--- config.mk ---
export PLATFORM = sky130hd
export DESIGN_NAME = tagged_value_stream_decoder
export DESIGN_NICKNAME = d
export VERILOG_FILES = /design/src/hw/rtl/tvsd_pkg.sv /design/src/hw/rtl/tvsd_front.sv /design/src/hw/rtl/tvsd_back.sv /design/src/hw/rtl/tagged_value_stream_decoder.sv
export SDC_FILE = /design/constraint.sdc
export NUM_CORES = 1
export LEC_CHECK = 0
export ABC_CLOCK_PERIOD_IN_PS = 6800
export BUFFER_PORTS_ARGS = -buffer_cell sky130_fd_sc_hd__buf_2
export CORE_MARGIN = 2
export CORE_UTILIZATION = 54
export CTS_CLUSTER_SIZE = 12
export DETAILED_ROUTE_END_ITERATION = 10
export PLACE_DENSITY = 0.76
export SLEW_MARGIN = 15
export SYNTH_ARGS = -nofsm -noshare
export SYNTH_HDL_FRONTEND = slang
export SYNTH_SLANG_ARGS = --single-unit
--- constraint.sdc ---
create_clock -name clk -period 6.8 [get_ports clk]
set_clock_uncertainty 0.15 [all_clocks]
set_input_delay 1.36 -clock clk [delete_from_list [all_inputs] [get_ports clk]]
set_output_delay 1.36 -clock clk [all_outputs]
set_load 0.01 [all_outputs]
--- src/hw/rtl/tvsd_pkg.sv ---
package tvsd_pkg;

    localparam int POINTER_BYTES_DEF = 8;
    localparam int QUEUE_DEPTH = 2;

    typedef enum logic [2:0] {
        PH_TAG  = 3'd0,
        PH_NUM  = 3'd1,
        PH_ESC  = 3'd2,
        PH_STR  = 3'd3,
        PH_SKIP = 3'd4
    } phase_t;

    typedef enum logic [3:0] {
        K_NIL    = 4'd0,
        K_BOOL   = 4'd1,
        K_INT    = 4'd2,
        K_REAL   = 4'd3,
        K_PTR    = 4'd4,
        K_SSTART = 4'd5,
        K_SBYTE  = 4'd6,
        K_ARRAY  = 4'd7,
        K_END    = 4'd8,
        K_ERR    = 4'd9
    } item_kind_t;

    typedef enum logic [1:0] {
        IT_INT  = 2'd0,
        IT_REAL = 2'd1,
        IT_PTR  = 2'd2,
        IT_SLEN = 2'd3
    } item_type_t;

    localparam logic [2:0] TAG_NIL   = 3'd0;
    localparam logic [2:0] TAG_BOOL  = 3'd1;
    localparam logic [2:0] TAG_NUM   = 3'd2;
    localparam logic [2:0] TAG_PTR   = 3'd3;
    localparam logic [2:0] TAG_SSTR  = 3'd4;
    localparam logic [2:0] TAG_LSTR  = 3'd5;
    localparam logic [2:0] TAG_ARRAY = 3'd6;
    localparam logic [4:0] COOKIE_ESCAPE = 5'd31;
    localparam logic [4:0] COOKIE_REAL   = 5'd8;
    localparam logic [4:0] COOKIE_I64    = 5'd6;

    // one result item
    typedef struct packed {
        logic        last_of_string;
        logic [7:0]  data_byte;
        logic [63:0] item_value;
        item_kind_t  item_kind;
    } result_t;

    // one input item: a byte and its end-of-buffer flag
    typedef struct packed {
        logic       is_end;
        logic [7:0] byte_in;
    } entry_t;

endpackage

--- src/hw/rtl/tvsd_front.sv ---
module tvsd_front (
    input  logic               clk,
    input  logic               rst_n,
    input  logic               in_valid,
    output logic               in_ready,
    input  tvsd_pkg::entry_t   in_entry,
    output logic               q_valid,
    input  logic               q_ready,
    output tvsd_pkg::entry_t   q_entry
);

    localparam int DEPTH = tvsd_pkg::QUEUE_DEPTH;

    tvsd_pkg::entry_t mem_reg [DEPTH];
    logic       wr_ptr_reg, wr_ptr_next;
    logic       rd_ptr_reg, rd_ptr_next;
    logic [1:0] count_reg, count_next;
    logic       push, pop;

    assign in_ready = (count_reg != 2'(DEPTH));
    assign q_valid  = (count_reg != 2'd0);
    assign q_entry  = mem_reg[rd_ptr_reg];
    assign push     = in_valid && in_ready;
    assign pop      = q_valid && q_ready;

    always_comb
    begin
        wr_ptr_next = push ? ~wr_ptr_reg : wr_ptr_reg;
        rd_ptr_next = pop ? ~rd_ptr_reg : rd_ptr_reg;
        count_next  = count_reg + 2'(push) - 2'(pop);
    end

    always_ff @(posedge clk)
    begin
        if (push)
        begin
            mem_reg[wr_ptr_reg] <= in_entry;
        end
    end

    always_ff @(posedge clk or negedge rst_n)
    begin
        if (!rst_n)
        begin
            wr_ptr_reg <= 1'b0;
            rd_ptr_reg <= 1'b0;
            count_reg  <= 2'd0;
        end
        else
        begin
            wr_ptr_reg <= wr_ptr_next;
            rd_ptr_reg <= rd_ptr_next;
            count_reg  <= count_next;
        end
    end

    a_count_bound: assert property (@(posedge clk) disable iff (!rst_n)
        count_reg <= 2'(DEPTH)) else $error("queue overfilled");
    a_empty_no_pop: assert property (@(posedge clk) disable iff (!rst_n)
        (count_reg == 2'd0) |-> !pop) else $error("pop from empty queue");
    a_count_track: assert property (@(posedge clk) disable iff (!rst_n)
        (push && !pop) |=> count_reg == $past(count_reg) + 2'd1)
        else $error("count lost a push");

endmodule

--- src/hw/rtl/tvsd_back.sv ---
module tvsd_back #(
    parameter int POINTER_BYTES = tvsd_pkg::POINTER_BYTES_DEF
) (
    input  logic               clk,
    input  logic               rst_n,
    input  logic               q_valid,
    output logic               q_ready,
    input  tvsd_pkg::entry_t   q_entry,
    output logic               out_valid,
    input  logic               out_ready,
    output tvsd_pkg::result_t  out_result
);

    tvsd_pkg::phase_t     phase_reg, phase_next;
    tvsd_pkg::item_type_t itype_reg, itype_next;
    logic [4:0]  cookie_reg, cookie_next;
    logic [3:0]  want_reg, want_next;
    logic [3:0]  seen_reg, seen_next;
    logic [63:0] asm_reg, asm_next;
    logic [31:0] sremain_reg, sremain_next;
    logic        esc_reg, esc_next;
    logic        ovalid_reg;
    tvsd_pkg::result_t ores_reg;

    logic        emit;
    tvsd_pkg::result_t res;
    logic        take;
    logic [2:0]  ttype;
    logic [4:0]  tck;
    logic [63:0] v;
    logic [7:0]  b;

    assign q_ready    = !ovalid_reg || out_ready;
    assign take       = q_valid && q_ready;
    assign out_valid  = ovalid_reg;
    assign out_result = ores_reg;
    assign b          = q_entry.byte_in;

    always_comb
    begin
        phase_next   = phase_reg;
        itype_next   = itype_reg;
        cookie_next  = cookie_reg;
        want_next    = want_reg;
        seen_next    = seen_reg;
        asm_next     = asm_reg;
        sremain_next = sremain_reg;
        esc_next     = esc_reg;
        emit         = 1'b0;
        res          = '0;
        res.item_kind = tvsd_pkg::K_NIL;
        ttype        = b[2:0];
        tck          = b[7:3];
        v            = asm_reg;
        if (q_entry.is_end)
        begin
            phase_next   = tvsd_pkg::PH_TAG;
            itype_next   = tvsd_pkg::IT_INT;
            cookie_next  = '0;
            want_next    = '0;
            seen_next    = '0;
            asm_next     = '0;
            sremain_next = '0;
            esc_next     = 1'b0;
            emit         = (phase_reg != tvsd_pkg::PH_SKIP);
            res.item_kind = (phase_reg == tvsd_pkg::PH_TAG) ? tvsd_pkg::K_END
                                                            : tvsd_pkg::K_ERR;
        end
        else
        begin
            // escape phase reuses the integer-cookie path of a number tag
            if (phase_reg == tvsd_pkg::PH_ESC)
            begin
                if (ttype != tvsd_pkg::TAG_NUM || tck == tvsd_pkg::COOKIE_REAL)
                begin
                    ttype = tvsd_pkg::TAG_NIL;
                    tck   = tvsd_pkg::COOKIE_ESCAPE;
                end
            end
            case (phase_reg)
                tvsd_pkg::PH_TAG, tvsd_pkg::PH_ESC:
                begin
                    if (phase_reg == tvsd_pkg::PH_ESC && tck == tvsd_pkg::COOKIE_ESCAPE)
                    begin
                        emit = 1'b1;
                        res.item_kind = tvsd_pkg::K_ERR;
                        phase_next = tvsd_pkg::PH_SKIP;
                        esc_next = 1'b0;
                    end
                    else
                    begin
                        case (ttype)
                            tvsd_pkg::TAG_NIL:
                            begin
                                emit = 1'b1;
                                res.item_kind = tvsd_pkg::K_NIL;
                            end
                            tvsd_pkg::TAG_BOOL:
                            begin
                                emit = 1'b1;
                                res.item_kind = tvsd_pkg::K_BOOL;
                                res.item_value = {63'd0, tck != 5'd0};
                            end
                            tvsd_pkg::TAG_NUM:
                            begin
                                if (tck == tvsd_pkg::COOKIE_REAL)
                                begin
                                    phase_next = tvsd_pkg::PH_NUM;
                                    itype_next = tvsd_pkg::IT_REAL;
                                    cookie_next = tck;
                                    want_next = 4'd8;
                                    seen_next = '0;
                                    asm_next = '0;
                                end
                                else if (tck == 5'd0)
                                begin
                                    emit = 1'b1;
                                    res.item_kind = esc_reg ? tvsd_pkg::K_ARRAY
                                                            : tvsd_pkg::K_INT;
                                    esc_next = 1'b0;
                                    phase_next = tvsd_pkg::PH_TAG;
                                end
                                else if (tck inside {5'd1, 5'd2, 5'd4, tvsd_pkg::COOKIE_I64})
                                begin
                                    phase_next = tvsd_pkg::PH_NUM;
                                    itype_next = tvsd_pkg::IT_INT;
                                    cookie_next = tck;
                                    want_next = (tck == tvsd_pkg::COOKIE_I64) ? 4'd8
                                                                              : tck[3:0];
                                    seen_next = '0;
                                    asm_next = '0;
                                end
                                else
                                begin
                                    emit = 1'b1;
                                    res.item_kind = tvsd_pkg::K_ERR;
                                    phase_next = tvsd_pkg::PH_SKIP;
                                    esc_next = 1'b0;
                                end
                            end
                            tvsd_pkg::TAG_PTR:
                            begin
                                phase_next = tvsd_pkg::PH_NUM;
                                itype_next = tvsd_pkg::IT_PTR;
                                cookie_next = '0;
                                want_next = 4'(POINTER_BYTES);
                                seen_next = '0;
                                asm_next = '0;
                            end
                            tvsd_pkg::TAG_SSTR:
                            begin
                                emit = 1'b1;
                                res.item_kind = tvsd_pkg::K_SSTART;
                                res.item_value = {59'd0, tck};
                                sremain_next = {27'd0, tck};
                                phase_next = (tck != 5'd0) ? tvsd_pkg::PH_STR
                                                           : tvsd_pkg::PH_TAG;
                            end
                            tvsd_pkg::TAG_LSTR:
                            begin
                                if (tck == 5'd2 || tck == 5'd4)
                                begin
                                    phase_next = tvsd_pkg::PH_NUM;
                                    itype_next = tvsd_pkg::IT_SLEN;
                                    cookie_next = tck;
                                    want_next = tck[3:0];
                                    seen_next = '0;
                                    asm_next = '0;
                                end
                                else
                                begin
                                    emit = 1'b1;
                                    res.item_kind = tvsd_pkg::K_ERR;
                                    phase_next = tvsd_pkg::PH_SKIP;
                                    esc_next = 1'b0;
                                end
                            end
                            tvsd_pkg::TAG_ARRAY:
                            begin
                                if (tck != tvsd_pkg::COOKIE_ESCAPE)
                                begin
                                    emit = 1'b1;
                                    res.item_kind = tvsd_pkg::K_ARRAY;
                                    res.item_value = {59'd0, tck};
                                end
                                else
                                begin
                                    esc_next = 1'b1;
                                    phase_next = tvsd_pkg::PH_ESC;
                                end
                            end
                            default:
                            begin
                                emit = 1'b1;
                                res.item_kind = tvsd_pkg::K_ERR;
                                phase_next = tvsd_pkg::PH_SKIP;
                                esc_next = 1'b0;
                            end
                        endcase
                    end
                end
                tvsd_pkg::PH_NUM:
                begin
                    if (seen_reg < 4'd8)
                    begin
                        v = asm_reg | ({56'd0, b} << {seen_reg[2:0], 3'b000});
                    end
                    asm_next  = v;
                    seen_next = seen_reg + 4'd1;
                    if (seen_next >= want_reg)
                    begin
                        phase_next = tvsd_pkg::PH_TAG;
                        emit = 1'b1;
                        case (itype_reg)
                            tvsd_pkg::IT_REAL:
                            begin
                                res.item_kind = tvsd_pkg::K_REAL;
                                res.item_value = v;
                            end
                            tvsd_pkg::IT_PTR:
                            begin
                                res.item_kind = tvsd_pkg::K_PTR;
                                res.item_value = v;
                            end
                            tvsd_pkg::IT_SLEN:
                            begin
                                res.item_kind = tvsd_pkg::K_SSTART;
                                res.item_value = {32'd0, v[31:0]};
                                sremain_next = v[31:0];
                                phase_next = (v[31:0] != 32'd0) ? tvsd_pkg::PH_STR
                                                                 : tvsd_pkg::PH_TAG;
                            end
                            default:
                            begin
                                if (cookie_reg == 5'd4 && v[31])
                                begin
                                    v[63:32] = '1;
                                end
                                res.item_value = v;
                                res.item_kind = tvsd_pkg::K_INT;
                                if (esc_reg)
                                begin
                                    esc_next = 1'b0;
                                    if (v[63:32] != 32'd0)
                                    begin
                                        res.item_kind = tvsd_pkg::K_ERR;
                                        res.item_value = '0;
                                        phase_next = tvsd_pkg::PH_SKIP;
                                    end
                                    else
                                    begin
                                        res.item_kind = tvsd_pkg::K_ARRAY;
                                    end
                                end
                            end
                        endcase
                    end
                end
                tvsd_pkg::PH_STR:
                begin
                    emit = 1'b1;
                    res.item_kind = tvsd_pkg::K_SBYTE;
                    res.data_byte = b;
                    res.last_of_string = (sremain_reg <= 32'd1);
                    sremain_next = sremain_reg - 32'd1;
                    if (sremain_reg <= 32'd1)
                    begin
                        phase_next = tvsd_pkg::PH_TAG;
                    end
                end
                default:
                begin
                    phase_next = tvsd_pkg::PH_SKIP;
                end
            endcase
        end
    end

    always_ff @(posedge clk)
    begin
        if (take && emit)
        begin
            ores_reg <= res;
        end
    end

    always_ff @(posedge clk or negedge rst_n)
    begin
        if (!rst_n)
        begin
            phase_reg   <= tvsd_pkg::PH_TAG;
            itype_reg   <= tvsd_pkg::IT_INT;
            cookie_reg  <= '0;
            want_reg    <= '0;
            seen_reg    <= '0;
            asm_reg     <= '0;
            sremain_reg <= '0;
            esc_reg     <= 1'b0;
            ovalid_reg  <= 1'b0;
        end
        else
        begin
            if (take)
            begin
                phase_reg   <= phase_next;
                itype_reg   <= itype_next;
                cookie_reg  <= cookie_next;
                want_reg    <= want_next;
                seen_reg    <= seen_next;
                asm_reg     <= asm_next;
                sremain_reg <= sremain_next;
                esc_reg     <= esc_next;
            end
            if (take)
            begin
                ovalid_reg <= emit;
            end
            else if (out_ready)
            begin
                ovalid_reg <= 1'b0;
            end
        end
    end

    a_hold: assert property (@(posedge clk) disable iff (!rst_n)
        (ovalid_reg && !out_ready) |=> ovalid_reg && $stable(ores_reg))
        else $error("result dropped under stall");
    a_esc_phase: assert property (@(posedge clk) disable iff (!rst_n)
        (phase_reg == tvsd_pkg::PH_ESC) |-> esc_reg)
        else $error("escape phase without pending flag");
    a_skip_quiet: assert property (@(posedge clk) disable iff (!rst_n)
        (take && phase_reg == tvsd_pkg::PH_SKIP && !q_entry.is_end) |-> !emit)
        else $error("result produced while skipping");

endmodule

--- src/hw/rtl/tagged_value_stream_decoder.sv ---
// channel | dir | tdata (low bit up)                         | tuser          | tlast
// s_axis  | in  | byte_in[7:0]                               | kind           | -
// m_axis  | out | item_value[63:0], data_byte[71:64]         | item_kind[3:0] | last_of_string
//
// one item a cycle sustained unless output stalls; queue, then result register
// the parser register set updates once per accepted item, a single shift-in step
// asynchronous active-low reset returns the parser to expecting a tag byte
// input and output stall independently through a two-entry queue
module tagged_value_stream_decoder #(
    parameter int POINTER_BYTES = tvsd_pkg::POINTER_BYTES_DEF
) (
    input  logic        clk,
    input  logic        rst_n,
    input  logic        s_axis_tvalid,
    output logic        s_axis_tready,
    input  logic [7:0]  s_axis_tdata,   // byte_in
    input  logic        s_axis_tuser,   // kind: 1 = end of buffer
    output logic        m_axis_tvalid,
    input  logic        m_axis_tready,
    output logic [71:0] m_axis_tdata,   // item_value, data_byte
    output logic [3:0]  m_axis_tuser,   // item_kind
    output logic        m_axis_tlast    // last_of_string
);

    tvsd_pkg::entry_t  in_entry, q_entry;
    tvsd_pkg::result_t res;
    logic              q_valid, q_ready;

    assign in_entry.is_end  = s_axis_tuser;
    assign in_entry.byte_in = s_axis_tdata;

    // front: accepts items into the queue
    tvsd_front u_front (
        .clk      (clk),
        .rst_n    (rst_n),
        .in_valid (s_axis_tvalid),
        .in_ready (s_axis_tready),
        .in_entry (in_entry),
        .q_valid  (q_valid),
        .q_ready  (q_ready),
        .q_entry  (q_entry)
    );

    // back: parser and result register
    tvsd_back #(
        .POINTER_BYTES (POINTER_BYTES)
    ) u_back (
        .clk        (clk),
        .rst_n      (rst_n),
        .q_valid    (q_valid),
        .q_ready    (q_ready),
        .q_entry    (q_entry),
        .out_valid  (m_axis_tvalid),
        .out_ready  (m_axis_tready),
        .out_result (res)
    );

    assign m_axis_tdata = {res.data_byte, res.item_value};
    assign m_axis_tuser = res.item_kind;
    assign m_axis_tlast = res.last_of_string;

endmodule
==> flow_summary.ini, run 1 <==
[power]
vdd_ir_drop_max_v = 0.000282
finalPower_mw = 5.75
p_leak_nw = 5.02
power_density_nw_per_um2 = 469

[detailed_routing]
drc_errors = 0
ant_nets = 0
via_per_inst = 6.47
routedWlPerCell_um = 21.4
vias = 9272
first_iter_violations = 1063
drtPass1Iterations = 5
finalWirelength_um = 30700

[logic_synthesis]
yosysTopAreaCellShare = 0.277
synth_seq_area_share = 0.540
syn-num-nets = 1109
synth_edf_count = 95
ys_ff_latch = 215
synthFlopType = dfrtp_1
yosysTopAreaCell = dfrtp_1
synth_area_leaders = dfrtp_1 28%, edfxtp_1 26%, a21oi_1 7.0%
synth_cell_types = 82
post_synth_instance_area_sq_um = 10900
async_reset_ff_frac = 0.558
synthCells = 1087
ys_warn_count = 0
syn_area_per_cell_sq_um = 9.98

[critical_path]
r2r-start = u_front.rd_ptr_reg
critPathLaunchType = flop
reg2reg_slack_ps = 2050
r2r_cells = 7
cp_max_fo = 32
timing.rr.end = u_back.out_result[47]
crit_type = reg2reg
worst_ep_arrival_time_ps = 4930
cp-end-kind = flop
cp_data_required_time_ps = 6980

[cts]
clock_path_buffers = 3
cts-root-buf = clkbuf_16
cts_resized = 0
tritoncts = yes
htreeDepth = 1
path_clk_slew_ps = 60
cts_setup_buffers = 0
clock_latency_ps = 530
hold_buffers = 0
numCtsBuffers = 25
clock_sinks = 215

[timing]
worst_slew_pin_slew_ps = 1170
setup_viol = 0
period_share = 0.698
relSlewSlack = 0.218
rsz0062_at_grt = false
final-hold-violation-count = 0
fin_crit_ps = 4750
setup_tns_ps = 0
fmax_mhz = 211
whs_ps = 335
report.final.slew_viol_count = 0

[die]
start_util = 0.554
die_y_um = 146
core_area_sq_um = 19600
die_width_um = 146
rows = 51
io_pins = 92
die_area_sq_um = 21200

[worst_hold_path]
min_path_cells = 1
hold_class = reg2reg
whs_endpoint = u_back.cookie_reg[4]
min_from = u_back.cookie_reg[4]

[final_layout]
nNetsFinal = 1171
mostFrequentLayoutCell = nor2_1
largest_reg_flops = 77
antenna_cells = 0
drive_gt1_frac = 0.147
layout_common_cells = 154 x nor2_1, 150 x a21oi_1, 120 x dfrtp_1, 95 x edfxtp_1, 90 x buf_2
syn2layout_area_growth_pct = 12.9

[place]
port_buffers = 91
gp_congestion = 0.943
hpwlAfterDp_um = 20400

[grt]
grt_pass1_wl_um = 48100
grt_pass1_vias = 8735
grt_antenna_before_repair = 0
gr-usage-all-layers = 0.282
grt_remaining_overflow = 0
grt_max_degree = 74

[run]
max_cap_viol_count = 0

[run_status]
status = completed
-- critical path, cell delays in order (launching register included) --
cell and delay, ps:
dfrtp_1 1000, mux2i_1 690, nor3_1 100, a2111oi_0 410, nand4_1 320, o311ai_2 490, nand3_1 880, o21ai_0 470
-- worst max-delay path by stage --
stage	from	to	cells after the start
2_1_floorplan	u_front.rd_ptr_reg	u_back.out_result[0]	8
3_3_place_gp	u_front.rd_ptr_reg	u_back.out_result[54]	9
3_5_place_dp	u_front.rd_ptr_reg	u_back.out_result[54]	9
4_1_cts	u_front.rd_ptr_reg	u_back.out_result[51]	7
5_1_grt	u_front.rd_ptr_reg	u_back.out_result[46]	7
6_report	u_front.rd_ptr_reg	u_back.out_result[47]	7
-- Yosys cell counts (17+ instances only) --
library cell / instances
a21oi_1: 151
a22o_1: 22
clkbuf_1: 48
dfrtp_1: 120
edfxtp_1: 95
inv_1: 18
nand2_1: 51
nand3_1: 22
nor2_1: 154
nor3_1: 31
nor4_1: 19
o21ai_0: 87
o22ai_1: 17
-- report_power, final --
group	switching, mW	total (mW)	leakage, nW	internal (mW)
Combinational	1.66	2.37	2.04	0.703
Sequential	0.219	2.04	2.59	1.82
Clock	0.539	1.35	0.393	0.813
Total	2.42	5.75	5.02	3.33
-- cells by family after synthesis --
kind of cell	after synthesis	share of synthesized area
AO/OA/AOI/OAI	372	0.212
adder cells (fa/ha/maj)	9	0.0104
XOR/XNOR	16	0.0129
multiplexers	22	0.0216
AND/OR/NAND/NOR	364	0.166
buffers and inverters	89	0.0375
flip-flops	215	0.540
-- metrics by stage --
stage | setup WS [ps] | cells | utilization | cell area [sq um]
floorplan | 246 | 1087 | - | 10900
global placement | 2290 | 1387 | 0.583 | 11400
detailed placement | 2170 | 1387 | 0.583 | 11400
CTS | 2120 | 1433 | 0.626 | 12300
global route | 1630 | 1433 | 0.626 | 12300
finish | 2050 | 1433 | 0.626 | 12300
-- layer usage --
metal	global-route usage	part of all wire	up-vias
li1	-	-	4197
met5	0	0	-
met4	0.0990	0.029	0
met3	0.0608	0.092	75
met2	0.421	0.45	520
met1	0.411	0.43	4480
-- layout make-up --
| class | count | area (sq um) |
|---|---|---|
| Clock buffer | 36 | 677 |
| Inverter | 18 | 67.6 |
| Clock inverter | 10 | 151 |
| Multi-Input combinational cell | 783 | 4600 |
| Timing Repair Buffer | 106 | 571 |
| Tap cell | 265 | 332 |
| Sequential cell | 215 | 5860 |
| Fill cell | 1631 | 7340 |
Power figures use the tool's default switching activity.
==> run 2, diff against run 1 <==
--- a/config.mk
+++ b/config.mk
@@ -5,13 +5,13 @@
 export SDC_FILE = /design/constraint.sdc
 export NUM_CORES = 1
 export LEC_CHECK = 0
-export ABC_CLOCK_PERIOD_IN_PS = 6800
+export ABC_CLOCK_PERIOD_IN_PS = 4750
 export BUFFER_PORTS_ARGS = -buffer_cell sky130_fd_sc_hd__buf_2
 export CORE_MARGIN = 2
-export CORE_UTILIZATION = 54
+export CORE_UTILIZATION = 55
 export CTS_CLUSTER_SIZE = 12
 export DETAILED_ROUTE_END_ITERATION = 10
-export PLACE_DENSITY = 0.76
+export PLACE_DENSITY = 0.74
 export SLEW_MARGIN = 15
 export SYNTH_ARGS = -nofsm -noshare
 export SYNTH_HDL_FRONTEND = slang
==> constraint.sdc (replaced) <==
create_clock -name clk -period 4.75 [get_ports clk]
set_clock_uncertainty 0.15 [all_clocks]
set_input_delay 0.95 -clock clk [delete_from_list [all_inputs] [get_ports clk]]
set_output_delay 0.95 -clock clk [all_outputs]
set_load 0.01 [all_outputs]
==> run 2 against run 1 <==
  * First-iteration DRC count grew 11%
  * Cell count grew 0.84%
  * Setup slack lost 1500 ps
  * Sequential power grew 42%
  * Global-route usage grew 1.8 points
  * Flip-flop and latch count is the same
  * Critical endpoint is now u_back.out_result[55]
  * Largest power group unchanged
  * Highest routed layer unchanged
==> flow_summary.ini, run 2 (synthesis gave the netlist of run 1 again) <==
[die]
die_area_sq_um = 20900
start_util = 0.559
io_pins = 92
core_area_sq_um = 19400
die_y_um = 144
die_width_um = 144
rows = 51

[cts]
tritoncts = yes
hold_buffers = 0
clock_latency_ps = 530
cts-root-buf = clkbuf_16
cts_setup_buffers = 0
path_clk_slew_ps = 60
cts_resized = 0
numCtsBuffers = 24
clock_sinks = 215
htreeDepth = 1
clock_path_buffers = 3

[place]
port_buffers = 91
hpwlAfterDp_um = 20600
gp_congestion = 0.970

[detailed_routing]
first_iter_violations = 1184
drtPass1Iterations = 5
drc_errors = 0
finalWirelength_um = 31000
routedWlPerCell_um = 21.5
ant_nets = 0
vias = 9290
via_per_inst = 6.43

[power]
power.internal_mw = 4.66
swShare = 0.423
pwr-share-comb = 0.427
power_density_nw_per_um2 = 657
vdd_ir_drop_max_v = 0.000370
p_leak_nw = 5.07
switchingPower_mw = 3.42
p_clk_frac = 0.215
p_seq_frac = 0.358

[grt]
grt_pass1_wl_um = 48600
grt_remaining_overflow = 0
gr-usage-all-layers = 0.300
grt_max_degree = 70
grt_antenna_before_repair = 0
grt_pass1_vias = 8782

[final_layout]
syn2layout_area_growth_pct = 13.3
antenna_cells = 0
layout_common_cells = 154 x nor2_1, 150 x a21oi_1, 120 x dfrtp_1, 95 x edfxtp_1, 90 x buf_2
largest_reg_flops = 77
nNetsFinal = 1184
drive_gt1_frac = 0.156
n_fill_cell = 1636
mostFrequentLayoutCell = nor2_1

[timing]
worst_slew_pin_slew_ps = 1210
rsz0062_at_grt = false
relSlewSlack = 0.190
setup_viol = 0
fin_crit_ps = 4180
final-hold-violation-count = 0
whs_ps = 337
period_share = 0.881
fmax_mhz = 239
setup_tns_ps = 0
report.final.slew_viol_count = 0

[critical_path]
cp_common_cell = buf_12
critical-path-max-stage-delay_ps = 670
critPathLaunchType = flop
cp_max_fo = 54
slowest_stage = a21oi_4
cp-end-kind = flop
cp_top_family = compound AO/OA/AOI/OAI gates
cp_data_required_time_ps = 4790
cp_cell_sequence = buf_12, or3b_2, a22oi_2, o31a_1, o21bai_1, a21boi_0, o31ai_1, a21oi_4, buf_12
crit_type = reg2reg
worst_ep_arrival_time_ps = 4230
path_buf_inv = 2

[run]
max_cap_viol_count = 0

[run_status]
status = completed

[worst_hold_path]
hold_class = reg2reg
## run 2: changes by cell type in the layout (fill, tap and decap cells not counted), sizes merged
cell      previous run  this run
clkbuf              36        38
buf                106       120
clkinv               4         6
clkinvlp             2         0
bufinv               3         0
inv                 19        18
## run 2: worst paths after layout
kind | from | endpoint | slack, ps | cells past startpoint
min | u_back.cookie_reg[4] | u_back.cookie_reg[4] | 340 | 1
max in group asynchronous | rst_n | u_back.itype_reg[1] | 3210 | 2
min in group asynchronous | rst_n | u_back.sremain_reg[31] | 400 | 1
min reg2reg | u_back.cookie_reg[4] | u_back.cookie_reg[4] | 340 | 1
max reg2reg | u_front.rd_ptr_reg | u_back.out_result[55] | 570 | 9
max | u_front.rd_ptr_reg | u_back.out_result[55] | 570 | 9
## run 2: metal layers
| layer | vias to the layer above | GRT usage | routed length [um] |
|---|---|---|---|
| met1 | 4522 | 0.445 | 13500 |
| met4 | 0 | 0.0976 | 837 |
| li1 | 4210 | - | - |
| met2 | 490 | 0.438 | 13700 |
| met5 | - | 0 | 0 |
| met3 | 68 | 0.0709 | 2940 |
## run 2: metrics by stage
| step | util | cell area (sq um) | setup WS [ps] | total power, mW | instances |
|---|---|---|---|---|---|
| floorplan | - | 10900 | 727 | 5.20 | 1087 |
| global placement | 0.596 | 11600 | 700 | 6.26 | 1401 |
| detailed placement | 0.596 | 11600 | 601 | 6.27 | 1401 |
| CTS | 0.634 | 12300 | 585 | 8.02 | 1445 |
| global route | 0.634 | 12300 | 298 | 8.51 | 1445 |
| finish | 0.634 | 12300 | 566 | 8.07 | 1445 |
## run 2: final cells by class
type                    count  area [sq um]  area share
repair buffers            120           713      0.0580
inverters                  18          67.6     0.00549
multi-input cells         783          4600       0.374
clock inverters             6          45.0     0.00366
well taps                 265           332      0.0270
flip-flops and latches    215          5860       0.476
clock buffers              38           683      0.0556
## run 2: power groups by stage
stage / registers (mW) / clock network, mW / logic [mW]
6_report: 2.89 / 1.74 / 3.44
5_1_grt: 2.95 / 1.82 / 3.74
4_1_cts: 2.89 / 1.75 / 3.39
3_5_place_dp: 2.91 / 0 / 3.37
3_3_place_gp: 2.91 / 0 / 3.35
2_1_floorplan: 3.02 / 0 / 2.18
## run 2: worst reg2reg max path, cell delays in order, from the launching register on
cell and delay (ps):
dfrtp_1 650, buf_12 310, or3b_2 500, a22oi_2 380, o31a_1 240, o21bai_1 190
a21boi_0 220, o31ai_1 150, a21oi_4 670, buf_12 330
